[config.mk]
export PLATFORM = sky130hd
export DESIGN_NAME = virtual_analog_input_mapper
export DESIGN_NICKNAME = d
export VERILOG_FILES = /design/src/vaim_pkg.sv /design/src/vaim_divider.sv /design/src/vaim_slider_ram.sv /design/src/virtual_analog_input_mapper.sv
export SDC_FILE = /design/constraint.sdc
export NUM_CORES = 2
export LEC_CHECK = 0
export ABC_AREA = 1
export BUFFER_PORTS_ARGS = -buffer_cell sky130_fd_sc_hd__clkbuf_2
export CORE_ASPECT_RATIO = 2
export CORE_UTILIZATION = 55
export DETAILED_ROUTE_END_ITERATION = 10
export HOLD_SLACK_MARGIN = 0.12
export PLACE_DENSITY = 0.71
export SYNTH_ARGS = -nofsm -noshare
export SYNTH_HDL_FRONTEND = slang
export SYNTH_HIERARCHICAL = 1
export SYNTH_SLANG_ARGS = --single-unit
[constraint.sdc]
create_clock -name clk -period 19.6 [get_ports clk]
set_clock_uncertainty 0.05 [all_clocks]
set_input_delay 1.96 -clock clk [delete_from_list [all_inputs] [get_ports clk]]
set_output_delay 1.96 -clock clk [all_outputs]
set_load 0.03 [all_outputs]
[src/vaim_pkg.sv]
// ----------------------------------------------------------------------------
// Virtual analog input mapper: shared types and constants
// Source kinds, operation codes, datapath widths and the handshake structs
// between the sequencer and the serial divider.
// ----------------------------------------------------------------------------
package vaim_pkg;

	typedef enum logic [0:0] {
		OP_READ = 1'b0,
		OP_TICK = 1'b1
	} opcode_t;

	typedef enum logic [2:0] {
		KIND_NONE         = 3'd0,
		KIND_CONSTANT     = 3'd1,
		KIND_SWITCH       = 3'd2,
		KIND_AXIS         = 3'd3,
		KIND_KEY_SLIDER   = 3'd4,
		KIND_AXIS_SLIDER  = 3'd5
	} source_kind_t;

	typedef enum logic [2:0] {
		ST_IDLE,
		ST_LOAD,
		ST_RESULT,
		ST_MUL,
		ST_PREP,
		ST_DIV,
		ST_WRITE
	} state_t;

	localparam int POS_W    = 16;
	localparam int AXIS_W   = 18;
	localparam int SPEED_W  = 16;
	localparam int DIR_W    = 11;
	localparam int PROD_W   = 28;
	localparam int STEP_W   = 20;
	localparam int CTR_W    = 17;
	localparam int CPROD_W  = 26;
	localparam int DIV_W    = 23;
	localparam int DVSR_W   = 8;

	localparam logic [POS_W-1:0] POS_CENTER = 16'h8000;
	localparam logic [POS_W-1:0] POS_MIN    = 16'h0100;
	localparam logic [POS_W-1:0] POS_MAX    = 16'hff00;

	typedef struct packed {
		logic                start;
		logic [DIV_W-1:0]    dividend;
		logic [DVSR_W-1:0]   divisor;
	} div_req_t;

	typedef struct packed {
		logic                done;
		logic [DIV_W-1:0]    quotient;
	} div_rsp_t;

endpackage

[src/vaim_divider.sv]
// ----------------------------------------------------------------------------
// Serial divider
// Restoring unsigned division, one quotient bit per cycle. Used for the
// centering pull of the slider position.
// ----------------------------------------------------------------------------
module vaim_divider
	import vaim_pkg::*;
(
	input  logic     clk,
	input  logic     arst_n,
	input  div_req_t req,
	output div_rsp_t rsp
);

	localparam int CNT_W = $clog2(DIV_W);

	logic [DIV_W-1:0]  dv_q;
	logic [DVSR_W-1:0] rem_q;
	logic [DVSR_W-1:0] divisor_q;
	logic [CNT_W-1:0]  cnt_q;
	logic              busy_q;
	logic              done_q;

	logic [DVSR_W:0]   trial;
	logic [DVSR_W:0]   diff;
	logic              ge;

	assign trial = {rem_q, dv_q[DIV_W-1]};
	assign diff  = trial - {1'b0, divisor_q};
	assign ge    = trial >= {1'b0, divisor_q};

	always_ff @(posedge clk or negedge arst_n) begin
		if (!arst_n) begin
			busy_q <= 1'b0;
			done_q <= 1'b0;
			cnt_q  <= '0;
		end else begin
			done_q <= 1'b0;
			if (req.start) begin
				busy_q <= 1'b1;
				cnt_q  <= CNT_W'(DIV_W - 1);
			end else if (busy_q) begin
				if (cnt_q == '0) begin
					busy_q <= 1'b0;
					done_q <= 1'b1;
				end else begin
					cnt_q <= cnt_q - 1'b1;
				end
			end
		end
	end

	always_ff @(posedge clk) begin
		if (req.start) begin
			dv_q      <= req.dividend;
			divisor_q <= req.divisor;
			rem_q     <= '0;
		end else if (busy_q) begin
			dv_q  <= {dv_q[DIV_W-2:0], ge};
			rem_q <= ge ? diff[DVSR_W-1:0] : trial[DVSR_W-1:0];
		end
	end

	assign rsp.done     = done_q;
	assign rsp.quotient = dv_q;

endmodule

[src/vaim_slider_ram.sv]
// ----------------------------------------------------------------------------
// Slider position store
// One 16-bit position per slot with a registered read port. Entries never
// written read as the center position.
// ----------------------------------------------------------------------------
module vaim_slider_ram
	import vaim_pkg::*;
#(
	parameter int SLOTS = 32
) (
	input  logic                                  clk,
	input  logic                                  arst_n,
	input  logic [((SLOTS > 1) ? $clog2(SLOTS) : 1)-1:0] rd_addr,
	output logic [POS_W-1:0]                      rd_data,
	input  logic                                  wr_en,
	input  logic [((SLOTS > 1) ? $clog2(SLOTS) : 1)-1:0] wr_addr,
	input  logic [POS_W-1:0]                      wr_data
);

	logic [POS_W-1:0] mem_q [SLOTS];
	logic [SLOTS-1:0] vld_q;
	logic [POS_W-1:0] rd_q;
	logic             rd_vld_q;

	always_ff @(posedge clk) begin
		if (wr_en) begin
			mem_q[wr_addr] <= wr_data;
		end
		rd_q <= mem_q[rd_addr];
	end

	always_ff @(posedge clk or negedge arst_n) begin
		if (!arst_n) begin
			vld_q    <= '0;
			rd_vld_q <= 1'b0;
		end else begin
			if (wr_en) begin
				vld_q[wr_addr] <= 1'b1;
			end
			rd_vld_q <= vld_q[rd_addr];
		end
	end

	assign rd_data = rd_vld_q ? rd_q : POS_CENTER;

endmodule

[src/virtual_analog_input_mapper.sv]
// ----------------------------------------------------------------------------
// Virtual analog input mapper
// Turns one controller source into an emulated input byte and keeps one
// virtual slider position per slot.
// ----------------------------------------------------------------------------
// A read request loads its word into the output register once that register
// is free. A tick request returns nothing; when centering is on it waits on
// the bit-serial divider that scales the pull toward the center. The block
// takes one request at a time, while a finished read word may still wait in
// the output register.
// After reset every slider stands at the center position 0x8000.
module virtual_analog_input_mapper
	import vaim_pkg::*;
#(
	parameter int SLOTS = 32
) (
	input  logic        clk,
	input  logic        arst_n,
	input  logic        s_tvalid,
	output logic        s_tready,
	// slot[4:0], analog_switch[5], constant_value[13:6], switch_pressed[14],
	// key_decrease[15], key_increase[16], axis_value[34:17],
	// slider_speed[50:35], center_strength[58:51], input_enabled[59], zeros
	input  logic [63:0] s_tdata,
	// opcode[0], source_kind[3:1]
	input  logic [3:0]  s_tuser,
	output logic        m_tvalid,
	input  logic        m_tready,
	// output_value[7:0]
	output logic [7:0]  m_tdata
);

	localparam int IW = (SLOTS > 1) ? $clog2(SLOTS) : 1;

	state_t state_q, state_d;

	// Captured request
	opcode_t             op_q;
	source_kind_t        kind_q;
	logic [IW-1:0]       addr_q;
	logic                slot_ok_q;
	logic                analog_q;
	logic [7:0]          const_q;
	logic                pressed_q;
	logic                dec_q;
	logic                inc_q;
	logic signed [AXIS_W-1:0] axis_q;
	logic [SPEED_W-1:0]  speed_q;
	logic [7:0]          center_q;
	logic                en_q;

	logic [8:0]          slot_ext;

	// Tick datapath
	logic signed [PROD_W-1:0]  prod_step_q;
	logic signed [CPROD_W-1:0] prod_ctr_q;
	logic signed [CTR_W-1:0]   v_q;
	logic signed [STEP_W-1:0]  step_q;
	logic                      neg_q;

	logic                out_valid_q;
	logic [7:0]          out_data_q;

	logic [POS_W-1:0]    pos;
	logic                wr_en;
	logic [POS_W-1:0]    wr_data;
	logic                accept;
	logic                load_out;
	logic                tick_ok;

	div_req_t            div_req;
	div_rsp_t            div_rsp;

	logic signed [AXIS_W-1:0]  ax;
	logic signed [AXIS_W:0]    ax_r9;
	logic signed [AXIS_W:0]    ax_r8;
	logic signed [9:0]         ax_div;
	logic signed [10:0]        ax_off;
	logic signed [DIR_W-1:0]   dir;
	logic                      sw_on;
	logic [7:0]                read_val;

	logic signed [PROD_W-1:0]  step_adj;
	logic signed [CPROD_W-1:0] ctr_abs;
	logic signed [CTR_W:0]     q_mag;
	logic signed [CTR_W:0]     q_val;
	logic signed [20:0]        sum;

	assign slot_ext = {4'b0, s_tdata[4:0]};
	assign accept   = s_tvalid && s_tready;
	assign tick_ok  = slot_ok_q && (kind_q inside {KIND_KEY_SLIDER, KIND_AXIS_SLIDER});

	// ---------------- Sequencer ----------------
	always_ff @(posedge clk or negedge arst_n) begin
		if (!arst_n) begin
			state_q <= ST_IDLE;
		end else begin
			state_q <= state_d;
		end
	end

	always_comb begin
		state_d          = state_q;
		s_tready         = 1'b0;
		load_out         = 1'b0;
		div_req.start    = 1'b0;
		div_req.dividend = ctr_abs[DIV_W-1:0];
		div_req.divisor  = center_q;
		wr_en            = 1'b0;
		unique case (state_q)
			ST_IDLE: begin
				s_tready = 1'b1;
				if (s_tvalid) begin
					state_d = ST_LOAD;
				end
			end
			ST_LOAD: begin
				if (op_q == OP_READ) begin
					state_d = ST_RESULT;
				end else if (tick_ok) begin
					state_d = ST_MUL;
				end else begin
					state_d = ST_IDLE;
				end
			end
			ST_RESULT: begin
				if (!out_valid_q || m_tready) begin
					load_out = 1'b1;
					state_d  = ST_IDLE;
				end
			end
			ST_MUL: begin
				state_d = ST_PREP;
			end
			ST_PREP: begin
				if (center_q != 8'd0) begin
					div_req.start = 1'b1;
					state_d       = ST_DIV;
				end else begin
					state_d = ST_WRITE;
				end
			end
			ST_DIV: begin
				if (div_rsp.done) begin
					state_d = ST_WRITE;
				end
			end
			ST_WRITE: begin
				wr_en   = 1'b1;
				state_d = ST_IDLE;
			end
			default: begin
				state_d = ST_IDLE;
			end
		endcase
	end

	// ---------------- Request capture ----------------
	always_ff @(posedge clk) begin
		if (accept) begin
			op_q      <= opcode_t'(s_tuser[0]);
			kind_q    <= source_kind_t'(s_tuser[3:1]);
			addr_q    <= slot_ext[IW-1:0];
			slot_ok_q <= slot_ext < 9'(SLOTS);
			analog_q  <= s_tdata[5];
			const_q   <= s_tdata[13:6];
			pressed_q <= s_tdata[14];
			dec_q     <= s_tdata[15];
			inc_q     <= s_tdata[16];
			axis_q    <= s_tdata[34:17];
			speed_q   <= s_tdata[50:35];
			center_q  <= s_tdata[58:51];
			en_q      <= s_tdata[59];
		end
	end

	vaim_slider_ram #(
		.SLOTS(SLOTS)
	) u_ram (
		.clk     (clk),
		.arst_n  (arst_n),
		.rd_addr (addr_q),
		.rd_data (pos),
		.wr_en   (wr_en),
		.wr_addr (addr_q),
		.wr_data (wr_data)
	);

	// ---------------- Read mapping ----------------
	// Signed division by a power of two truncates toward zero: bias negative
	// values before the arithmetic shift.
	assign ax     = en_q ? axis_q : '0;
	assign ax_r9  = {ax[AXIS_W-1], ax} + (ax[AXIS_W-1] ? 19'sd511 : 19'sd0);
	assign ax_r8  = {ax[AXIS_W-1], ax} + (ax[AXIS_W-1] ? 19'sd255 : 19'sd0);
	assign ax_div = ax_r9[AXIS_W:9];
	assign ax_off = {ax_div[9], ax_div} + 11'sd128;
	assign sw_on  = en_q && pressed_q;

	always_comb begin
		case (kind_q) inside
			KIND_CONSTANT: read_val = const_q;
			KIND_SWITCH: begin
				if (analog_q) begin
					read_val = sw_on ? 8'hff : 8'h01;
				end else begin
					read_val = {7'b0, sw_on};
				end
			end
			KIND_AXIS: begin
				if (ax_off < 11'sd1) begin
					read_val = 8'h01;
				end else if (ax_off > 11'sd255) begin
					read_val = 8'hff;
				end else begin
					read_val = ax_off[7:0];
				end
			end
			KIND_KEY_SLIDER, KIND_AXIS_SLIDER: begin
				read_val = slot_ok_q ? pos[15:8] : 8'h00;
			end
			default: read_val = 8'h00;
		endcase
	end

	// ---------------- Tick datapath ----------------
	always_comb begin
		if (kind_q == KIND_KEY_SLIDER) begin
			dir = ((en_q && inc_q) ? 11'sd256 : 11'sd0) -
				((en_q && dec_q) ? 11'sd256 : 11'sd0);
		end else begin
			dir = ax_r8[AXIS_W:8];
		end
	end

	assign step_adj = prod_step_q + (prod_step_q[PROD_W-1] ? 28'sd255 : 28'sd0);
	assign ctr_abs  = prod_ctr_q[CPROD_W-1] ? -prod_ctr_q : prod_ctr_q;

	always_ff @(posedge clk) begin
		if (state_q == ST_MUL) begin
			prod_step_q <= dir * $signed({1'b0, speed_q});
			v_q         <= $signed({1'b0, pos}) - $signed({1'b0, POS_CENTER});
			prod_ctr_q  <= ($signed({1'b0, pos}) - $signed({1'b0, POS_CENTER})) *
				$signed({1'b0, center_q - 8'd1});
		end
		if (state_q == ST_PREP) begin
			step_q <= step_adj[PROD_W-1:8];
			neg_q  <= prod_ctr_q[CPROD_W-1];
		end
	end

	vaim_divider u_div (
		.clk    (clk),
		.arst_n (arst_n),
		.req    (div_req),
		.rsp    (div_rsp)
	);

	// The centered offset never exceeds the center distance, so 17 bits of
	// the quotient carry its magnitude.
	assign q_mag = $signed({1'b0, div_rsp.quotient[CTR_W-1:0]});
	always_comb begin
		if (center_q == 8'd0) begin
			q_val = {v_q[CTR_W-1], v_q};
		end else begin
			q_val = neg_q ? -q_mag : q_mag;
		end
	end

	assign sum = {{3{q_val[CTR_W]}}, q_val} + 21'sd32768 +
		{step_q[STEP_W-1], step_q};

	always_comb begin
		if (sum < $signed({5'b0, POS_MIN})) begin
			wr_data = POS_MIN;
		end else if (sum > $signed({5'b0, POS_MAX})) begin
			wr_data = POS_MAX;
		end else begin
			wr_data = sum[POS_W-1:0];
		end
	end

	// ---------------- Output register ----------------
	always_ff @(posedge clk or negedge arst_n) begin
		if (!arst_n) begin
			out_valid_q <= 1'b0;
		end else if (load_out) begin
			out_valid_q <= 1'b1;
		end else if (m_tready) begin
			out_valid_q <= 1'b0;
		end
	end

	always_ff @(posedge clk) begin
		if (load_out) begin
			out_data_q <= read_val;
		end
	end

	assign m_tvalid = out_valid_q;
	assign m_tdata  = out_data_q;

	// ---------------- Assertions ----------------
	a_div_done_in_div: assert property (@(posedge clk) disable iff (!arst_n)
		div_rsp.done |-> state_q == ST_DIV)
		else $error("divider finished outside the divide state");

	a_write_only_slider: assert property (@(posedge clk) disable iff (!arst_n)
		wr_en |-> (op_q == OP_TICK) && tick_ok)
		else $error("slider write for a request that is not a slider tick");

	a_write_clamped: assert property (@(posedge clk) disable iff (!arst_n)
		wr_en |-> (wr_data >= POS_MIN) && (wr_data <= POS_MAX))
		else $error("slider position written outside its clamp range");

	a_out_from_read: assert property (@(posedge clk) disable iff (!arst_n)
		load_out |-> op_q == OP_READ)
		else $error("result word produced for a tick request");

	a_no_accept_busy: assert property (@(posedge clk) disable iff (!arst_n)
		accept |=> state_q == ST_LOAD)
		else $error("accepted request did not start the sequencer");

endmodule
# ---- Word-level counts from Yosys, hierarchy flattened
# Memories as Yosys holds them, arrays and structs flattened. A register that Yosys moved wholly into a read port is not among the register bits.
# Index checks and enable logic that the tools add are counted.
dict set report op_classes {
  add_sub_neg 14
  n_mul 2
  magnitude_cmp 8
  eq_ne 15
  muxes 55
  n_bitwise 1
  reduce_logical 18
}
# op count
set ops {}
lappend ops {{2-to-1 mux 8 bit} 12}
lappend ops {{2-to-1 mux 23 bit} 3}
lappend ops {{2-to-1 mux 18 bit} 3}
lappend ops {{2-to-1 mux 16 bit} 3}
lappend ops {{subtractor 16 x 16 -> 17 bit (second input constant)} 2}
lappend ops {{OR 32 bit} 1}
lappend ops {{adder 28 x 9 -> 28 bit} 1}
lappend ops {{multiplier 11 x 17 -> 28 bit} 1}
lappend ops {{2-to-1 mux 9 bit} 3}
lappend ops {{multiplier 17 x 9 -> 26 bit} 1}
lappend ops {{negator 23 bit} 1}
lappend ops {{adder 19 x 20 -> 21 bit} 1}
lappend ops {{> comparator 21 x 17 -> 1 bit (second input constant)} 1}
lappend ops {{less-than comparator 21 x 10 -> 1 bit (second input constant)} 1}
lappend ops {{adder 18 x 10 -> 19 bit} 1}
lappend ops {{adder 18 x 17 -> 19 bit (second input constant)} 1}
lappend ops {{adder 18 x 9 -> 19 bit} 1}
lappend ops {{2-to-1 mux 1 bit} 18}
lappend ops {{negator 17 -> 18 bit} 1}
lappend ops {{case mux 3 bit (6 select lines)} 1}
lappend ops {{equality test 3 bit (second input constant)} 5}
lappend ops {{2-to-1 mux 5 bit} 3}
lappend ops {{equality test 3 x 2 -> 1 bit (second input constant)} 4}
lappend ops {{less-than comparator 5 x 6 -> 1 bit (second input constant)} 2}
lappend ops {{28 further kinds} 42}
dict set report word_totals {
  reg_bits 248
  mem_bits_rw 512
  in_bits 72
  output_inout_bits 10
  wordCells 143
  mem_count 1
}
# memory depth word_bits read_ports rd_clocked_by_memory_dff write_ports line
set mem_list {}
lappend mem_list {u_ram.mem_q 32 16 1 1 1 vaim_slider_ram.sv:20} ;# logic [POS_W-1:0] mem_q [SLOTS];

# ---- Longest topological paths before layout
dict set report depth {
  word_depth 10
  mapped_depth 40
  depth_no_buf 37
}

# ---- Hierarchy
# Netlist, hierarchy kept.
# module n_inst cells_per_inst area_per_inst_um2 seq_area_each_um2
set modules_own_cells {}
lappend modules_own_cells {vaim_slider_ram 1 1968 22556.6 16520.8}
lappend modules_own_cells {virtual_analog_input_mapper 1 2347 19942.9 4934.7}
lappend modules_own_cells {vaim_divider 1 272 2419.8 1266.2}

# ---- Worst setup path before layout
# No wires, ideal clock.
dict set report synth_timing {
  path_type {register to register}
  start {reg en_q}
  end {reg prod_step_q[24], data pin}
  setup_time_ns 0.262
  arrival_time_ns 6.587
  required_ns 19.288
  setup_slack_ns 12.701
  path_stages_with_launch 34
  path_buffers 1
  period_less_slack_ns 6.899
  path_cell_list {edfxtp_1 -> buf_4 -> nand2_2 -> clkinv_1 -> ha_1 -> nand3_1 -> o21ai_1 -> a21oi_2 -> inv_2 -> nand2_2 -> nor2_1 -> nand2_2 -> nand3_1 -> nor2_1 -> fa_1 -> inv_1 -> fa_1 -> inv_1 -> fa_1 -> fa_1 -> inv_1 -> fa_1 -> inv_1 -> ha_1 -> nand2_1 -> nor2_1 -> a21oi_1 -> o21ai_0 -> a21oi_1 -> o21ai_0 -> nand2_1 -> nand2_1 -> a21oi_1 -> xor2_1}
}
dict set report synth_via {
  elab_chain_cells 5
  elab_cells_between_ends 10
  cone_classes {2 x add/sub; 1 x mul; 5 x mux; 2 x reduce/logical}
}
# item line
set synth_lines {}
lappend synth_lines {{start: declaration} virtual_analog_input_mapper.sv:50} ;# logic en_q;
lappend synth_lines {{start signal: assignment} virtual_analog_input_mapper.sv:173} ;# en_q <= s_tdata[59];
lappend synth_lines {{2-to-1 mux 18 bit (tied with other cells)} virtual_analog_input_mapper.sv:192} ;# assign ax = en_q ? axis_q : '0;
lappend synth_lines {{2-to-1 mux 8 bit (tied with other cells)} virtual_analog_input_mapper.sv:194} ;# assign ax_r8 = {ax[AXIS_W-1], ax} + (ax[AXIS_W-1] ? 19'sd255 : 19'sd0);
lappend synth_lines {{adder 18 x 9 -> 19 bit or subtractor 9 x 9 -> 10 bit (tied branches)} {virtual_analog_input_mapper.sv:194, virtual_analog_input_mapper.sv:228}}
lappend synth_lines {{2-to-1 mux 11 bit *} virtual_analog_input_mapper.sv:227} ;# if (kind_q == KIND_KEY_SLIDER) begin
lappend synth_lines {{multiplier 11 x 17 -> 28 bit *} virtual_analog_input_mapper.sv:240} ;# prod_step_q <= dir * $signed({1'b0, speed_q});
lappend synth_lines {{end signal: assignment} virtual_analog_input_mapper.sv:240}
lappend synth_lines {{end: declaration} virtual_analog_input_mapper.sv:55} ;# logic signed [PROD_W-1:0] prod_step_q;
# Every way passes the cells marked *; elsewhere a longest branch is shown, timed or not.
# A chain may end at the register's enable or synchronous reset.

# ---- Worst setup path in the final report
dict set report layout_timing {
  start {reg en_q}
  end {reg prod_step_q[26], data pin}
}
# The elaborated chain is that of the path after synthesis.

==> flow_summary.toml <==
[clocking]
cts_sinks = 772
cts.repair.resized = 0
cts_hold_buf = 0
clk_path_buf_depth = 3
htreeDepth = 3
clkLatencyLatePin_ns = 0.65
cts_setup_buffers = 0
clk_pin_slew_ns = 0.06
cts_tree = "built"
cts-root-buf = "clkbuf_16"
numCtsBuffers = 70

[worst_hold_path]
hp-class = "flip-flop to flip-flop"
min_from = "u_ram/vld_q[21]"

[final_layout]
syn2layout_area_growth_pct = 8.74
fill_cells = 6740
drive_above_1_share_pct = 8.20
diodes = 0
multiInputGateArea_um2 = 19400
seq_area_um2 = 22700
fin_util_pct = 60.6
fin_nets = 5153

[outcome]
status = "finished, final reports clean"

[routing]
vias_per_cell = 5.60
drc = 0
routedWlPerCell_um = 19.8
totalWireLength_mm = 114
drt_first_pass_iters = 6
drt_iter0_drc = 2197
via_count = 32212
ant_nets = 0

[timing]
min_period_over_period_pct = 44.0
hold_violations = 0
rsz0062_at_grt = "no"
fmax_mhz = 116
slew_headroom_pct = 23.6
final_max_slew_viol_count = 0
setup_viol = 0
post-route-min-period_ns = 8.62
whs_ns = 0.418
tns_ns = 0
worst_pin_slew_ns = 1.14

[worst_setup_path]
critical_path_arrival_ns = 9.03
cp_max_fo = 26
rrSetupSlack_ns = 10.98
cp-startpoint = "en_q"
rr_startpoint = "en_q"
cp_data_required_time_ns = 20.01
slowest_stage = "nor3_2"
cp-start-kind = "flip-flop"
slowest_delay_ns = 0.86
worstSetupPathType = "flip-flop to flip-flop"
critPathCaptureType = "flip-flop"

[power]
power.density_nw_per_um2 = 166
vdd_ir_drop_max_v = 0.000172
p_leak_nw = 21.3
sw_frac_of_total_pct = 43.9
p_int_mw = 4.55
power_frac_clock_pct = 17.4
pwr-share-seq_pct = 30.3
comb_power_share_pct = 52.3
total_power_mw = 8.11
power.switching_mw = 3.56

[synthesis]
post_synth_num_cell_types = 61
synth_flop_cell = "edfxtp_1"
synth_area_um2 = 44900
seq_area_frac_synth_pct = 50.6
ys_warn_count = 6
ys_seq_elements = 772
ys_async_sr_fraction_pct = 5.70
syn_nets = 5088
synthesis.instances = 4587
synth.avg_cell_area_um2 = 9.79
synth_edf_count = 704

[place]
dp_hpwl_mm = 77.3
place.gp.congestion = 0.947
io_buffers = 77

[floorplanning]
die-area_um2 = 82900
fp.dieW_um = 204
core_region_area_um2 = 80600
start_util_pct = 55.8
die_y_um = 406
ioPinCount = 82
row_count = 147

[grt]
grt_max_degree = 204
use_met3_pct = 3.11
use_met2_pct = 51.6
gr-total-overflow = 0
grt_usage_pct = 28.1
antenna_found_initial = 0
first_global_vias = 32769
use_met1_pct = 29.2
grt_pass1_wl_mm = 174
grt_busiest_layer = "met2"

[job]
cap_violations = 0
## routing by layer
layer / wire (um) / vias up / part of all wire [%]
li1: - / 15144 / -
met1: 39700 / 15679 / 35
met2: 60200 / 1027 / 53
met3: 5230 / 362 / 4.6
met4: 8550 / 0 / 7.5
met5: 0 / - / 0
## Yosys cell counts, drive strengths merged (2+ instances only)
master | instances | area share, %
nand4 | 49 | 0.71
o21a | 3 | 0.050
inv | 537 | 4.5
nand3 | 510 | 5.8
dfrtp | 44 | 2.5
ha | 197 | 5.5
nand3b | 9 | 0.15
fa | 232 | 10
edfxtp | 704 | 47
or3 | 2 | 0.028
a21boi | 3 | 0.050
a21o | 10 | 0.17
clkbuf | 56 | 0.47
buf | 101 | 1.3
o31ai | 2 | 0.033
o21ai | 67 | 0.76
nor2 | 368 | 3.3
a21oi | 103 | 1.2
dfxtp | 24 | 1.1
o211ai | 3 | 0.050
nand2 | 1326 | 11
xor2 | 63 | 1.2
a211oi | 4 | 0.067
a31oi | 12 | 0.17
or2 | 42 | 0.59
and2 | 2 | 0.028
clkinv | 8 | 0.067
o21bai | 3 | 0.050
nor4 | 8 | 0.11
xnor2 | 49 | 0.96
nor3 | 38 | 0.50
## cell type report
class                   instances  area share [%]
clock buffers                  87            3.86
multi-input cells            3113            39.8
well taps                    1043            2.67
inverters                     545            4.22
flip-flops and latches        772            46.5
clock inverters                42           0.986
repair buffers                150            1.94
## state kept, by name, indices dropped and copies added (netlist names), 8 cells and up
name and count:
u_ram/mem_q 512, u_div/dv_q 23, center_q 8, u_ram/vld_q 32, const_q 8, prod_ctr_q 24
speed_q 16, step_q 20, u_div/divisor_q 8, u_ram/rd_q 16, v_q 16, prod_step_q 28
m_tdata 8, u_div/rem_q 8, axis_q 18
## path summary, 6_finish.rpt
path | to | depth (start not counted)
worst max-delay path | prod_step_q[26] | 34
worst min-delay path | u_ram/vld_q[21] | 1
worst max register to register | prod_step_q[26] | 34
worst min register to register | u_ram/vld_q[21] | 1
max in group asynchronous | state_q[1] | 2
min in group asynchronous | u_ram/vld_q[16] | 2
## cell families (layout without fill, tap and decap cells)
kind of cell               count (synthesis)  in the layout  synth area share (%)
AOI/OAI and AO/OA                        216            216                  2.67
adders and majority gates                429            429                  15.8
and+or+nand+nor                         2356           2356                  22.4
buffers and inverters                    702            824                  6.30
xor gates and xnor gates                 112            112                  2.20
DFF                                      772            772                  50.6
## placed cells by master (no fill, tap or decap), drive strengths merged, types with 8 or more instances in the layout
| cell | count |
|---|---|
| a21o | 10 |
| a21oi | 103 |
| a31oi | 12 |
| buf | 74 |
| clkbuf | 163 |
| clkinv | 34 |
| dfrtp | 44 |
| dfxtp | 24 |
| edfxtp | 704 |
| fa | 232 |
| ha | 197 |
| inv | 542 |
| nand2 | 1326 |
| nand3 | 510 |
| nand3b | 9 |
| nand4 | 49 |
| nor2 | 368 |
| nor3 | 38 |
| nor4 | 8 |
| o21ai | 67 |
| or2 | 42 |
| xnor2 | 49 |
| xor2 | 63 |
## power by group through the flow
stage                     Combinational [mW]  Sequential (mW)  Clock, mW
after global placement                  4.12             2.49          0
after floorplan                         3.04             2.45          0
final                                   4.24             2.46       1.41
after detailed placement                4.21             2.49          0
after CTS                               4.23             2.46       1.44
after global routing                    4.76             2.48       1.49
## stage by stage
stage / cell area [um2] / std cells / setup slack (ns)
2_1_floorplan: 44900 / 4587 / 12.70
3_3_place_gp: 46500 / 5623 / 11.06
3_5_place_dp: 46500 / 5623 / 10.99
4_1_cts: 48800 / 5752 / 10.98
5_1_grt: 48800 / 5752 / 10.34
6_report: 48800 / 5752 / 10.98
## worst max-delay path: cells and delay by family, from the launching register on
family	cells	cell delay (ns)
compound gates	7	1.41
xor+xnor	1	0.19
fa+ha+maj	7	3.43
buf+inv	6	0.75
flops	1	0.36
simple gates	13	2.24
No activity file was read; power rests on OpenSTA's default activity.
